==> src/mma_pkg.sv <==
package mma_pkg;

  localparam int unsigned CHANNELS_DEF    = 3;
  localparam int unsigned WINDOW_DEF      = 16;
  localparam int unsigned SAMPLE_BITS_DEF = 12;

  // fixed field widths of the channel tag and the average
  localparam int unsigned CHAN_W = 2;
  localparam int unsigned AVG_W  = 12;

  typedef enum logic [1:0] {
    S_IDLE,
    S_UPDATE,
    S_DIV,
    S_DONE
  } state_e;

endpackage

==> src/mma_in_if.sv <==
interface mma_in_if #(
  parameter int unsigned SAMPLE_BITS = mma_pkg::SAMPLE_BITS_DEF
);
  logic                        valid;
  logic                        ready;
  logic [mma_pkg::CHAN_W-1:0]  channel;
  logic [SAMPLE_BITS-1:0]      sample;

  modport source (output valid, output channel, output sample, input ready);
  modport sink   (input valid, input channel, input sample, output ready);
endinterface

==> src/mma_out_if.sv <==
interface mma_out_if;
  logic                        valid;
  logic                        ready;
  logic [mma_pkg::CHAN_W-1:0]  out_channel;
  logic [mma_pkg::AVG_W-1:0]   average;

  modport source (output valid, output out_channel, output average, input ready);
  modport sink   (input valid, input out_channel, input average, output ready);
endinterface

==> src/mma_div.sv <==
module mma_div #(
  parameter int unsigned NUM_W = 17,
  parameter int unsigned DEN_W = 5
) (
  input  logic             clk_i,
  input  logic             rst_ni,
  input  logic             start_i,
  input  logic [NUM_W-1:0] num_i,
  input  logic [DEN_W-1:0] den_i,
  output logic             done_o,
  output logic [NUM_W-1:0] quot_o
);

  localparam int unsigned CNT_W = (NUM_W > 1) ? $clog2(NUM_W) : 1;

  logic             busy_q, busy_d;
  logic [CNT_W-1:0] cnt_q, cnt_d;
  logic [NUM_W-1:0] num_q, num_d;
  logic [DEN_W-1:0] rem_q, rem_d;
  logic [DEN_W-1:0] den_q, den_d;
  logic [DEN_W:0]   trial;
  logic             fits;

  // restoring division, one quotient bit per cycle shifted in at the bottom
  assign trial = {rem_q, num_q[NUM_W-1]};
  assign fits  = trial >= {1'b0, den_q};

  always_comb begin
    busy_d = busy_q;
    cnt_d  = cnt_q;
    num_d  = num_q;
    rem_d  = rem_q;
    den_d  = den_q;
    done_o = 1'b0;
    if (start_i) begin
      busy_d = 1'b1;
      cnt_d  = '0;
      num_d  = num_i;
      rem_d  = '0;
      den_d  = den_i;
    end else if (busy_q) begin
      num_d = {num_q[NUM_W-2:0], fits};
      rem_d = fits ? DEN_W'(trial - {1'b0, den_q}) : DEN_W'(trial);
      cnt_d = cnt_q + CNT_W'(1);
      if (cnt_q == CNT_W'(NUM_W - 1)) begin
        busy_d = 1'b0;
        done_o = 1'b1;
      end
    end
  end

  always_ff @(posedge clk_i or negedge rst_ni) begin
    if (!rst_ni) begin
      busy_q <= 1'b0;
      cnt_q  <= '0;
    end else begin
      busy_q <= busy_d;
      cnt_q  <= cnt_d;
    end
  end

  always_ff @(posedge clk_i) begin
    num_q <= num_d;
    rem_q <= rem_d;
    den_q <= den_d;
  end

  assign quot_o = num_q;

  a_start_busy : assert property (@(posedge clk_i) disable iff (!rst_ni)
    start_i |=> busy_q)
    else $error("divider did not start");

  a_den_nonzero : assert property (@(posedge clk_i) disable iff (!rst_ni)
    busy_q |-> den_q != '0)
    else $error("division by zero");

  a_rem_below : assert property (@(posedge clk_i) disable iff (!rst_ni)
    busy_q && $past(busy_q) |-> rem_q < den_q)
    else $error("partial remainder not reduced");

endmodule

==> src/multichannel_moving_average.sv <==
// Moving average over the last WINDOW samples, kept separately per channel.
// Input channel in_i carries channel and sample; output channel out_o carries
// out_channel and average, one result beat for each input beat, in order.
// Both use valid/ready; a beat moves when both are high.
// A sample passes these steps from acceptance to out_o.valid: the window
// store is read at the accepting edge, then the sum is updated, the
// bit-serial divider (numerator SAMPLE_BITS + clog2(WINDOW+1) bits) runs
// and the output register is loaded. The divider handles one sample at a
// time, and a new sample is taken only after the control returns to idle.
// A channel tag of CHANNELS or more leaves all state alone and gives an
// average of zero.
// Reset clears every sum, fill count and write position; the window store
// is not cleared, an entry is only read back after its channel has filled.
// When out_o is stalled the result waits in the output register and the
// next sample is still accepted and processed; it then waits in the final
// state until the output register is free.
module multichannel_moving_average #(
  parameter int unsigned CHANNELS    = mma_pkg::CHANNELS_DEF,
  parameter int unsigned WINDOW      = mma_pkg::WINDOW_DEF,
  parameter int unsigned SAMPLE_BITS = mma_pkg::SAMPLE_BITS_DEF
) (
  input  logic       clk_i,
  input  logic       rst_ni,
  mma_in_if.sink     in_i,
  mma_out_if.source  out_o
);

  localparam int unsigned FILL_W   = $clog2(WINDOW + 1);
  localparam int unsigned SUM_W    = SAMPLE_BITS + FILL_W;
  localparam int unsigned POS_W    = (WINDOW > 1) ? $clog2(WINDOW) : 1;
  localparam int unsigned CH_IDX_W = (CHANNELS > 1) ? $clog2(CHANNELS) : 1;
  localparam int unsigned DEPTH    = CHANNELS * WINDOW;
  localparam int unsigned ADDR_W   = (DEPTH > 1) ? $clog2(DEPTH) : 1;

  mma_pkg::state_e state_q, state_d;

  logic [mma_pkg::CHAN_W-1:0] chan_q;
  logic [SAMPLE_BITS-1:0]     smp_q;
  logic                       hit_q;
  logic [ADDR_W-1:0]          addr_q;
  logic [SAMPLE_BITS-1:0]     rd_q;

  logic [SUM_W-1:0]  sum_q  [CHANNELS];
  logic [FILL_W-1:0] fill_q [CHANNELS];
  logic [POS_W-1:0]  pos_q  [CHANNELS];

  logic [SAMPLE_BITS-1:0] store_mem [DEPTH];

  logic                       out_valid_q, out_valid_d;
  logic [mma_pkg::CHAN_W-1:0] out_chan_q;
  logic [mma_pkg::AVG_W-1:0]  out_avg_q;

  logic                in_acc;
  logic                in_hit;
  logic [CH_IDX_W-1:0] in_idx;
  logic [ADDR_W-1:0]   in_addr;
  logic [CH_IDX_W-1:0] cur_idx;
  logic                full;
  logic [SUM_W-1:0]    sum_new;
  logic [FILL_W-1:0]   fill_new;
  logic [POS_W-1:0]    pos_new;
  logic                upd;
  logic                div_start;
  logic [SUM_W-1:0]    div_num;
  logic [FILL_W-1:0]   div_den;
  logic                div_done;
  logic [SUM_W-1:0]    div_quot;
  logic                out_load;

  assign in_i.ready = (state_q == mma_pkg::S_IDLE);
  assign in_acc     = in_i.valid & in_i.ready;
  assign in_hit     = int'(in_i.channel) < int'(CHANNELS);
  assign in_idx     = in_hit ? CH_IDX_W'(in_i.channel) : '0;
  assign in_addr    = ADDR_W'(in_idx) * ADDR_W'(WINDOW) + ADDR_W'(pos_q[in_idx]);

  always_ff @(posedge clk_i) begin
    if (in_acc) begin
      chan_q <= in_i.channel;
      smp_q  <= in_i.sample;
      hit_q  <= in_hit;
      addr_q <= in_addr;
    end
  end

  // window store, read at acceptance and written back in the update cycle
  always_ff @(posedge clk_i) begin
    if (upd) begin
      store_mem[addr_q] <= smp_q;
    end
    if (in_acc) begin
      rd_q <= store_mem[in_addr];
    end
  end

  assign cur_idx  = hit_q ? CH_IDX_W'(chan_q) : '0;
  assign full     = fill_q[cur_idx] == FILL_W'(WINDOW);
  assign fill_new = full ? fill_q[cur_idx] : fill_q[cur_idx] + FILL_W'(1);
  assign pos_new  = (pos_q[cur_idx] == POS_W'(WINDOW - 1)) ? '0
                                                           : pos_q[cur_idx] + POS_W'(1);
  // oldest sample leaves the sum once the window is full
  assign sum_new  = full ? sum_q[cur_idx] - SUM_W'(rd_q) + SUM_W'(smp_q)
                         : sum_q[cur_idx] + SUM_W'(smp_q);

  assign div_start = (state_q == mma_pkg::S_UPDATE);
  assign upd       = div_start & hit_q;
  assign div_num   = hit_q ? sum_new : '0;
  assign div_den   = hit_q ? fill_new : FILL_W'(1);

  always_ff @(posedge clk_i or negedge rst_ni) begin
    if (!rst_ni) begin
      for (int i = 0; i < int'(CHANNELS); i++) begin
        sum_q[i]  <= '0;
        fill_q[i] <= '0;
        pos_q[i]  <= '0;
      end
    end else if (upd) begin
      sum_q[cur_idx]  <= sum_new;
      fill_q[cur_idx] <= fill_new;
      pos_q[cur_idx]  <= pos_new;
    end
  end

  mma_div #(
    .NUM_W (SUM_W),
    .DEN_W (FILL_W)
  ) u_div (
    .clk_i   (clk_i),
    .rst_ni  (rst_ni),
    .start_i (div_start),
    .num_i   (div_num),
    .den_i   (div_den),
    .done_o  (div_done),
    .quot_o  (div_quot)
  );

  always_comb begin
    state_d     = state_q;
    out_load    = 1'b0;
    out_valid_d = out_valid_q & ~out_o.ready;
    case (state_q)
      mma_pkg::S_IDLE: begin
        if (in_acc) begin
          state_d = mma_pkg::S_UPDATE;
        end
      end
      mma_pkg::S_UPDATE: begin
        state_d = mma_pkg::S_DIV;
      end
      mma_pkg::S_DIV: begin
        if (div_done) begin
          state_d = mma_pkg::S_DONE;
        end
      end
      mma_pkg::S_DONE: begin
        if (!out_valid_q || out_o.ready) begin
          out_load    = 1'b1;
          out_valid_d = 1'b1;
          state_d     = mma_pkg::S_IDLE;
        end
      end
      default: begin
        state_d = mma_pkg::S_IDLE;
      end
    endcase
  end

  always_ff @(posedge clk_i or negedge rst_ni) begin
    if (!rst_ni) begin
      state_q     <= mma_pkg::S_IDLE;
      out_valid_q <= 1'b0;
    end else begin
      state_q     <= state_d;
      out_valid_q <= out_valid_d;
    end
  end

  always_ff @(posedge clk_i) begin
    if (out_load) begin
      out_chan_q <= chan_q;
      out_avg_q  <= mma_pkg::AVG_W'(div_quot);
    end
  end

  assign out_o.valid       = out_valid_q;
  assign out_o.out_channel = out_chan_q;
  assign out_o.average     = out_avg_q;

  a_accept_update : assert property (@(posedge clk_i) disable iff (!rst_ni)
    in_acc |=> state_q == mma_pkg::S_UPDATE)
    else $error("accepted beat not processed");

  a_fill_bound : assert property (@(posedge clk_i) disable iff (!rst_ni)
    fill_q[0] <= FILL_W'(WINDOW))
    else $error("fill count beyond window");

  a_pos_bound : assert property (@(posedge clk_i) disable iff (!rst_ni)
    int'(pos_q[0]) < int'(WINDOW))
    else $error("write position beyond window");

  a_load_free : assert property (@(posedge clk_i) disable iff (!rst_ni)
    out_load |-> !out_valid_q || out_o.ready)
    else $error("output register overwritten");

endmodule
==> src/flat_wrapper.sv <==
// flat-port wrapper written by rule: the top's interface ports become plain ports
module multichannel_moving_average_flat 
#(
  parameter int unsigned CHANNELS    = mma_pkg::CHANNELS_DEF,
  parameter int unsigned WINDOW      = mma_pkg::WINDOW_DEF,
  parameter int unsigned SAMPLE_BITS = mma_pkg::SAMPLE_BITS_DEF
)
  (clk_i, rst_ni, in_i_valid, in_i_channel, in_i_sample, in_i_ready, out_o_valid, out_o_out_channel, out_o_average, out_o_ready);
  mma_in_if #(.SAMPLE_BITS(SAMPLE_BITS)) in_i_i ();
  mma_out_if out_o_i ();
  input  logic clk_i;
  input  logic rst_ni;
  input wire logic [$bits(in_i_i.valid)-1:0] in_i_valid;
  input wire logic [$bits(in_i_i.channel)-1:0] in_i_channel;
  input wire logic [$bits(in_i_i.sample)-1:0] in_i_sample;
  output wire logic [$bits(in_i_i.ready)-1:0] in_i_ready;
  output wire logic [$bits(out_o_i.valid)-1:0] out_o_valid;
  output wire logic [$bits(out_o_i.out_channel)-1:0] out_o_out_channel;
  output wire logic [$bits(out_o_i.average)-1:0] out_o_average;
  input wire logic [$bits(out_o_i.ready)-1:0] out_o_ready;
  assign in_i_i.valid = in_i_valid;
  assign in_i_i.channel = in_i_channel;
  assign in_i_i.sample = in_i_sample;
  assign in_i_ready = in_i_i.ready;
  assign out_o_valid = out_o_i.valid;
  assign out_o_out_channel = out_o_i.out_channel;
  assign out_o_average = out_o_i.average;
  assign out_o_i.ready = out_o_ready;
  multichannel_moving_average #(.CHANNELS(CHANNELS), .WINDOW(WINDOW), .SAMPLE_BITS(SAMPLE_BITS)) u_core (.clk_i(clk_i), .rst_ni(rst_ni), .in_i(in_i_i), .out_o(out_o_i));
endmodule
==> config.mk <==
export PLATFORM = sky130hd
export DESIGN_NAME = multichannel_moving_average_flat
export DESIGN_NICKNAME = d
export VERILOG_FILES = /design/src/mma_pkg.sv /design/src/mma_in_if.sv /design/src/mma_out_if.sv /design/src/mma_div.sv /design/src/multichannel_moving_average.sv /design/src/flat_wrapper.sv
export SDC_FILE = /design/constraint.sdc
export NUM_CORES = 1
export LEC_CHECK = 0
export BUFFER_PORTS_ARGS = -buffer_cell sky130_fd_sc_hd__buf_2
export CAP_MARGIN = 10
export CORE_MARGIN = 2
export CORE_UTILIZATION = 45
export CTS_CLUSTER_DIAMETER = 120
export CTS_CLUSTER_SIZE = 25
export DETAILED_ROUTE_END_ITERATION = 12
export GPL_ROUTABILITY_DRIVEN = 0
export PLACE_DENSITY = 0.66
export SYNTH_ARGS = -nofsm -noshare
export SYNTH_HDL_FRONTEND = slang
export SYNTH_HIERARCHICAL = 1
export SYNTH_SLANG_ARGS = --single-unit
==> constraint.sdc <==
create_clock -name clk_i -period 14 [get_ports clk_i]
set_clock_uncertainty 0.15 [all_clocks]
set_input_delay 1.4 -clock clk_i [delete_from_list [all_inputs] [get_ports clk_i]]
set_output_delay 1.4 -clock clk_i [all_outputs]
set_load 0.005 [all_outputs]
==> results.sh, run 1 <==
export IMPL_sw_frac_of_total=0.3729
export IMPL_ys_seq_area_frac=0.6675
export IMPL_p_comb_frac=0.377
export IMPL_ant_nets=0
export IMPL_dp_hpwl_um=50730
export IMPL_power_internal_mw=3.968
export IMPL_syn_nets=2683
export IMPL_drv_slew=0
export IMPL_final_hold_viol_count=0
export IMPL_fin_crit_ns=5.671
export IMPL_final_util=0.4853
export IMPL_grt_pass1_wl_um=123400
export IMPL_antenna_found_initial=1
export IMPL_powerDensity_nw_per_um2=182.7
export IMPL_ios=34
export IMPL_h_tree_depth=2
export IMPL_grt_max_degree=156
export IMPL_post_cts_buffers=0
export IMPL_slew_headroom=0.1471
export IMPL_place_ws_ns=8.125
export IMPL_yosys_top_cells_area="edfxtp_1 (60%), dfrtp_1 (6.7%), nand2_1 (6.0%)"
export IMPL_max_stage_delay_ns=0.77
export IMPL_cpMaxStageDelayCell="edfxtp_1"
export IMPL_port_buffers=33
export IMPL_async_flop_share=0.1180
export IMPL_routed_wl_um=81410
export IMPL_final_cell_mix="edfxtp_1 (645), nand2_1 (519), nand3_1 (182), mux2i_1 (165), a21oi_1 (136)"
export IMPL_path_cells="inv_1, buf_4, a221oi_1, fa_1, inv_1, fa_1, a211oi_1, o21ai_0, a21oi_1, o2111a_1, o31ai_2, a21o_1, a21oi_1, mux2_2"
export IMPL_drc=0
export IMPL_finalSetupTns_ns=0
export IMPL_cts_resized=0
export IMPL_multiInputGateArea_um2=9824
export IMPL_synthDistinctLibCells=79
export IMPL_chipHeight_um=272.5
export IMPL_drv_cap=0
export IMPL_cts_tree="done"
export IMPL_die_w_um=272.5
export IMPL_sequentialPowerShare=0.441
export IMPL_drive_gt1_frac=0.06981
export IMPL_placed_cells=3502
export IMPL_vias=20781
export IMPL_wl_per_cell_um=22.88
export IMPL_cts_hold_buf=0
export IMPL_synthXorXnorAreaFrac=0.008102
export IMPL_nNetsFinal=2673
export IMPL_groute_usage_overall=0.2172
export IMPL_final_seq_area_um2=21650
export IMPL_clock_path_buffers=3
export IMPL_clk_latency_ns=0.60
export IMPL_clk_pin_slew_worst_paths_ns=0.10
export IMPL_critPathLaunchType="flop"
export IMPL_synth_edf_count=645
export IMPL_syn_area_per_cell_um2=12.45
export IMPL_dpl_cell_area_um2=33600
export IMPL_core_um2=71360
export IMPL_finalInstanceArea_um2=34630
export IMPL_std_cell_rows=98
export IMPL_fmax_mhz=176.3
export IMPL_drt_pre_antenna_iters=6
export IMPL_final_common_cell="edfxtp_1"
export IMPL_final_cells=3558
export IMPL_die_area_um2=74230
export IMPL_gr_total_overflow=0
export IMPL_finalCritPeriodShare=0.4050
export IMPL_cts_made_buffers=35
export IMPL_synth_compound_area_frac=0.07712
export IMPL_viasPerCell=5.841
export IMPL_hp_class="flop to flop"
export IMPL_synth_top_family_by_area="simple AND/OR/NAND/NOR gates"
export IMPL_setup_viol=0
export IMPL_status="complete, no violations"
export IMPL_p_switching_mw=2.360
export IMPL_n_fill_cell=6235
export IMPL_muxShareOfSynthArea=0.05814
export IMPL_synth_adder_area_share=0.02639
export IMPL_synth_top_cell_area_share=0.5972
export IMPL_first_global_vias=20034
export IMPL_p_clk_frac=0.182
export IMPL_crit_arrival_ns=5.88
export IMPL_ys_flop_type="edfxtp_1"
export IMPL_ir_drop_v=0.0001148
export IMPL_rsz0062_at_grt="false"
export IMPL_leakagePower_nw=12.43
export IMPL_yosys_area_share_simple=0.1318
export IMPL_tightestPinTransition_ns=1.275
export IMPL_yosysTopAreaCell="edfxtp_1"
export IMPL_endpoint_kind="flop"
export IMPL_crit_required_ns=14.21
export IMPL_netlist_area_um2=32430
export IMPL_setup_ws_ns=8.329
export IMPL_drt_initial_drc_count=2192
export IMPL_synth_seq_cells=737
export IMPL_cp_max_fo=37
export IMPL_syn_inst=2605
export IMPL_area_growth_pct=6.790
export IMPL_path_class="flop to flop"
export IMPL_initial_core_util=0.4544
export IMPL_cts_sinks=737
export IMPL_cts_root_buffer="clkbuf_16"
export IMPL_yosys_warnings=6
==> area by class of cell <==
| class | instances | share of cell area |
|---|---|---|
| Sequential cell | 737 | 0.6250 |
| Multi-Input combinational cell | 1637 | 0.2837 |
| Tap cell | 950 | 0.03432 |
| Clock buffer | 44 | 0.02627 |
| Timing Repair Buffer | 96 | 0.01882 |
| Inverter | 88 | 0.009755 |
| Clock inverter | 5 | 0.002059 |
| Antenna cell | 1 | 0.00007226 |
==> worst paths after layout <==
kind / slack (ns) / cells after the start / endpoint / start
setup reg to reg: 8.33 / 14 / u_core/u_div/quot_o[16] / u_core/hit_q
setup / recovery: 8.33 / 14 / u_core/u_div/quot_o[16] / u_core/hit_q
hold reg to reg: 0.30 / 0 / u_core/out_o.average[4] / u_core/u_div/quot_o[4]
hold / removal: 0.30 / 0 / u_core/out_o.average[4] / u_core/u_div/quot_o[4]
max in group asynchronous: 12.02 / 2 / u_core/pos_q[11] / rst_ni
min in group asynchronous: 0.45 / 1 / u_core/sum_q[29] / rst_ni
==> sequential cells by signal, indices dropped and copies added (netlist names) <==
register / flops
u_core/pos_q: 12
u_core/u_div/rem_q: 5
u_core/u_div/busy_q: 1
u_core/store_mem: 576
u_core/u_div/cnt_q: 5
u_core/hit_q: 1
u_core/sum_q: 51
u_core/out_o.average: 12
u_core/out_o.out_channel: 2
u_core/rd_q: 12
u_core/smp_q: 12
u_core/fill_q: 15
u_core/u_div/den_q: 5
u_core/out_o.valid: 1
u_core/u_div/quot_o: 17
u_core/state_q: 2
u_core/chan_q: 2
u_core/addr_q: 6
==> cells in the mapped netlist (8+ instances only) <==
master,number
o21ai_0,92
a211oi_1,9
nand4_1,8
inv_1,85
mux2i_1,167
mux2_2,19
a311o_1,10
fa_1,14
clkbuf_1,75
nor2b_1,27
edfxtp_1,645
and2_1,15
and3_1,19
buf_6,8
buf_2,49
a221oi_1,16
ha_1,46
o22ai_1,18
nand2_1,519
a21oi_1,136
nand3_1,182
xor2_1,14
and4_1,8
nor2_1,128
nand2b_1,12
dfrtp_1,87
nor3_1,32
a21o_1,12
xnor2_1,16
==> through the flow <==
step	total power [mW]	hold WS [ns]
global placement	5.128	0.2870
CTS	6.339	0.3046
detailed placement	5.202	0.2870
global route	6.678	0.3295
finish	6.328	0.3049
floorplan	4.530	0.2706
==> per-layer routing <==
metal	vias to the layer above	global-route usage	wire (µm)
met5	-	0	0
met2	791	0.3632	39620
li1	9388	-	-
met3	142	0.02151	5039
met4	0	0.07533	2907
met1	10460	0.2975	33850
==> kinds of logic (layout without fill, tap and decap cells) <==
| kind of cell | after synthesis | in the layout |
|---|---|---|
| xor+xnor | 30 | 30 |
| mux | 186 | 186 |
| flops | 737 | 737 |
| simple gates | 974 | 974 |
| other cells | 0 | 1 |
| buf+inv | 231 | 233 |
| compound gates | 387 | 387 |
| fa+ha+maj | 60 | 60 |
==> power by group through the flow <==
stage                     logic, mW  registers (mW)  clock network, mW
after global placement         2.30            2.83                  0
final                          2.38            2.79               1.15
after global routing           2.62            2.81               1.25
after detailed placement       2.37            2.84                  0
after floorplan                1.70            2.83                  0
after CTS                      2.38            2.79               1.18
==> worst max-delay path, delay by kind of cell, from the launching register on <==
family | cells | cell delay [ns]
flip-flops | 1 | 0.77
AO/OA/AOI/OAI | 8 | 2.65
adder cells (fa/ha/maj) | 2 | 0.76
multiplexers | 1 | 0.27
buffers and inverters | 3 | 0.80
Power figures use the tool's default switching activity.
==> run 2, diff against run 1 <==
--- a/config.mk
+++ b/config.mk
@@ -5,6 +5,7 @@
 export SDC_FILE = /design/constraint.sdc
 export NUM_CORES = 1
 export LEC_CHECK = 0
+export ABC_AREA = 1
 export BUFFER_PORTS_ARGS = -buffer_cell sky130_fd_sc_hd__buf_2
 export CAP_MARGIN = 10
 export CORE_MARGIN = 2
@@ -13,7 +14,7 @@
 export CTS_CLUSTER_SIZE = 25
 export DETAILED_ROUTE_END_ITERATION = 12
 export GPL_ROUTABILITY_DRIVEN = 0
-export PLACE_DENSITY = 0.66
+export PLACE_DENSITY = 0.68
 export SYNTH_ARGS = -nofsm -noshare
 export SYNTH_HDL_FRONTEND = slang
 export SYNTH_HIERARCHICAL = 1
==> constraint.sdc (replaced) <==
create_clock -name clk_i -period 4.9 [get_ports clk_i]
set_clock_uncertainty 0.15 [all_clocks]
set_input_delay 0.49 -clock clk_i [delete_from_list [all_inputs] [get_ports clk_i]]
set_output_delay 0.49 -clock clk_i [all_outputs]
set_load 0.005 [all_outputs]
==> results.sh, run 2 <==
export IMPL_fin_crit_ns=4.253
export IMPL_syn_area_per_cell_um2=9.937
export IMPL_synthDistinctLibCells=51
export IMPL_syn_nets=3569
export IMPL_std_cell_rows=101
export IMPL_clock_path_buffers=3
export IMPL_hp_class="primary input to flop"
export IMPL_rr_endpoint="u_core/u_div/quot_o[12]"
export IMPL_cp_max_fo=16
export IMPL_tightestPinTransition_ns=1.153
export IMPL_final_cell_mix="nand2_1 (794), nand3_1 (653), edfxtp_1 (645), inv_1 (580), nand3b_1 (148)"
export IMPL_status="complete, no violations"
export IMPL_core_um2=76080
export IMPL_cts_tree="done"
export IMPL_vias=24307
export IMPL_top_register="u_core/store_mem"
export IMPL_groute_usage_overall=0.2234
export IMPL_critPathLaunchType="flop"
export IMPL_die_area_um2=79330
export IMPL_area_growth_pct=8.079
export IMPL_leakagePower_nw=15.83
export IMPL_nNetsFinal=3578
export IMPL_drive_gt1_frac=0.05985
export IMPL_rsz0062_at_grt="false"
export IMPL_grt_max_degree=174
export IMPL_ys_seq_area_frac=0.6240
export IMPL_final_cells=4539
export IMPL_final_hold_viol_count=0
export IMPL_synth_edf_count=645
export IMPL_clk_latency_ns=0.62
export IMPL_yosys_top_cells_area="edfxtp_1 (56%), nand3_1 (9.4%), nand2_1 (8.6%)"
export IMPL_cts_sinks=737
export IMPL_syn_inst=3491
export IMPL_p_total_mw=10.91
export IMPL_antenna_cells=0
export IMPL_synth_seq_cells=737
export IMPL_clk_pin_slew_worst_paths_ns=0.10
export IMPL_synth_commonest_cells="nand2_1 (794), nand3_1 (655), edfxtp_1 (645), inv_1 (580), nand3b_1 (148)"
export IMPL_setup_viol=0
export IMPL_min_path_cells=4
export IMPL_path_class="flop to flop"
export IMPL_initial_core_util=0.4560
export IMPL_chipHeight_um=281.7
export IMPL_r2r_start="u_core/hit_q"
export IMPL_ir_drop_v=0.0002220
export IMPL_ios=34
export IMPL_crit_required_ns=5.12
export IMPL_fmax_mhz=235.2
export IMPL_largest_reg_flops=576
export IMPL_finalCritPeriodShare=0.8679
export IMPL_h_tree_depth=2
export IMPL_slew_headroom=0.2268
export IMPL_first_global_vias=22719
export IMPL_drv_slew=0
export IMPL_ff2ff_path_depth=18
export IMPL_ant_nets=0
export IMPL_gr_total_overflow=0
export IMPL_ys_flop_type="edfxtp_1"
export IMPL_synth_most_common_cell="nand2_1"
export IMPL_endpoint_kind="flop"
export IMPL_routed_wl_um=88210
export IMPL_final_common_cell="nand2_1"
export IMPL_hold_end="u_core/state_q[0]"
export IMPL_yosysTopAreaCell="edfxtp_1"
export IMPL_placed_cells=4477
export IMPL_yosys_warnings=6
export IMPL_finalSetupTns_ns=0
export IMPL_antenna_found_initial=0
export IMPL_viasPerCell=5.355
export IMPL_crit_arrival_ns=4.48
export IMPL_drt_initial_drc_count=2934
export IMPL_post_cts_buffers=0
export IMPL_rrSetupSlack_ns=0.65
export IMPL_dp_hpwl_um=52060
export IMPL_grt_pass1_wl_um=135700
export IMPL_drc=0
export IMPL_synth_top_cell_area_share=0.5583
export IMPL_drt_pre_antenna_iters=5
export IMPL_port_buffers=33
export IMPL_cts_made_buffers=35
export IMPL_drv_cap=0
export IMPL_min_delay_start="in_i_valid"
export IMPL_cts_root_buffer="clkbuf_16"
export IMPL_netlist_area_um2=34690
export IMPL_wl_per_cell_um=19.43
export IMPL_die_w_um=281.7
export IMPL_powerDensity_nw_per_um2=291.0
export IMPL_async_flop_share=0.1180
run 2: cell count changes after synthesis, sizes merged, moves of 18 or more:
cell	change
o21ai	-22
nor2b	-27
mux2i	-167
nand3b	+143
nand3	+477
inv	+503
mux2	-19
nand2	+283
a21oi	-95
nor3	-28
and3	-18
run 2: cell families (layout without fill, tap and decap cells):
kind of cell	count (synthesis)	after routing	share of synthesized area
and+or+nand+nor	1759	1759	0.2357
buffers and inverters	763	781	0.08541
DFF	737	737	0.6240
AOI/OAI and AO/OA	151	151	0.02499
adders and majority gates	60	60	0.02467
xor gates and xnor gates	21	21	0.005302
run 2: metal layers:
layer / GRT usage / up-vias / wire, µm
li1: - / 11527 / -
met1: 0.3149 / 11713 / 37960
met2: 0.3625 / 924 / 41030
met3: 0.02072 / 143 / 6151
met4: 0.08088 / 0 / 3068
met5: 0 / - / 0
run 2: power breakdown:
part           internal [mW]         switching [mW]
logic                  0.225                  0.617
clock network           1.39                   1.95
registers               6.73  0.0000000000000000245
run 2: how the worst max path moves through the flow:
stage / startpoint / endpoint / slack, ns
after floorplan: u_core/hit_q / u_core/u_div/quot_o[11] / 1.37
after global placement: u_core/hit_q / u_core/u_div/quot_o[12] / 0.84
after detailed placement: u_core/hit_q / u_core/u_div/quot_o[12] / 0.71
after CTS: u_core/hit_q / u_core/u_div/quot_o[12] / 0.69
after global routing: u_core/hit_q / u_core/u_div/quot_o[12] / 0.35
final: u_core/hit_q / u_core/u_div/quot_o[12] / 0.65
run 2: final cells by class:
class                      count  area [µm²]
clock inverter                 5       96.34
fill                        6806       38580
inverter                     594        2237
multi-input combinational   1991       10180
sequential                   737       21650
tap                         1030        1289
clock buffer                  41       898.4
timing repair buffer         141        1144
run 2: metrics by stage:
stage,setup slack [ns],cell area [µm²],hold slack [ns],utilization
finish,0.6474,37490,0.2046,0.4928
global route,0.3521,37490,0.2440,0.4928
CTS,0.6915,37490,0.1833,0.4928
detailed placement,0.7065,36340,0.3010,0.4777
global placement,0.8403,36340,0.2838,0.4777
floorplan,1.372,34690,0.04441,-
run 2: repair_timing:
action | in CTS | in global routing
endpoints found under the hold margin | 57 | 0
hold buffers | 16 | 0
resized for setup | 0 | 0
run 2: worst max-delay path, stage by stage, from the launching register on:
cell and delay (ns):
edfxtp_1 0.55, nand2_2 0.26, nand2_4 0.22, inv_2 0.19
a221oi_1 0.56, fa_1 0.52, inv_1 0.10, fa_1 0.19
nand2_1 0.07, a21oi_1 0.30, nand4_1 0.14, nand2_1 0.18
nand2_1 0.09, nand3_1 0.08, nand3_1 0.08, nand2_1 0.15
nor2_1 0.05, nand2_1 0.08, nand2_1 0.06
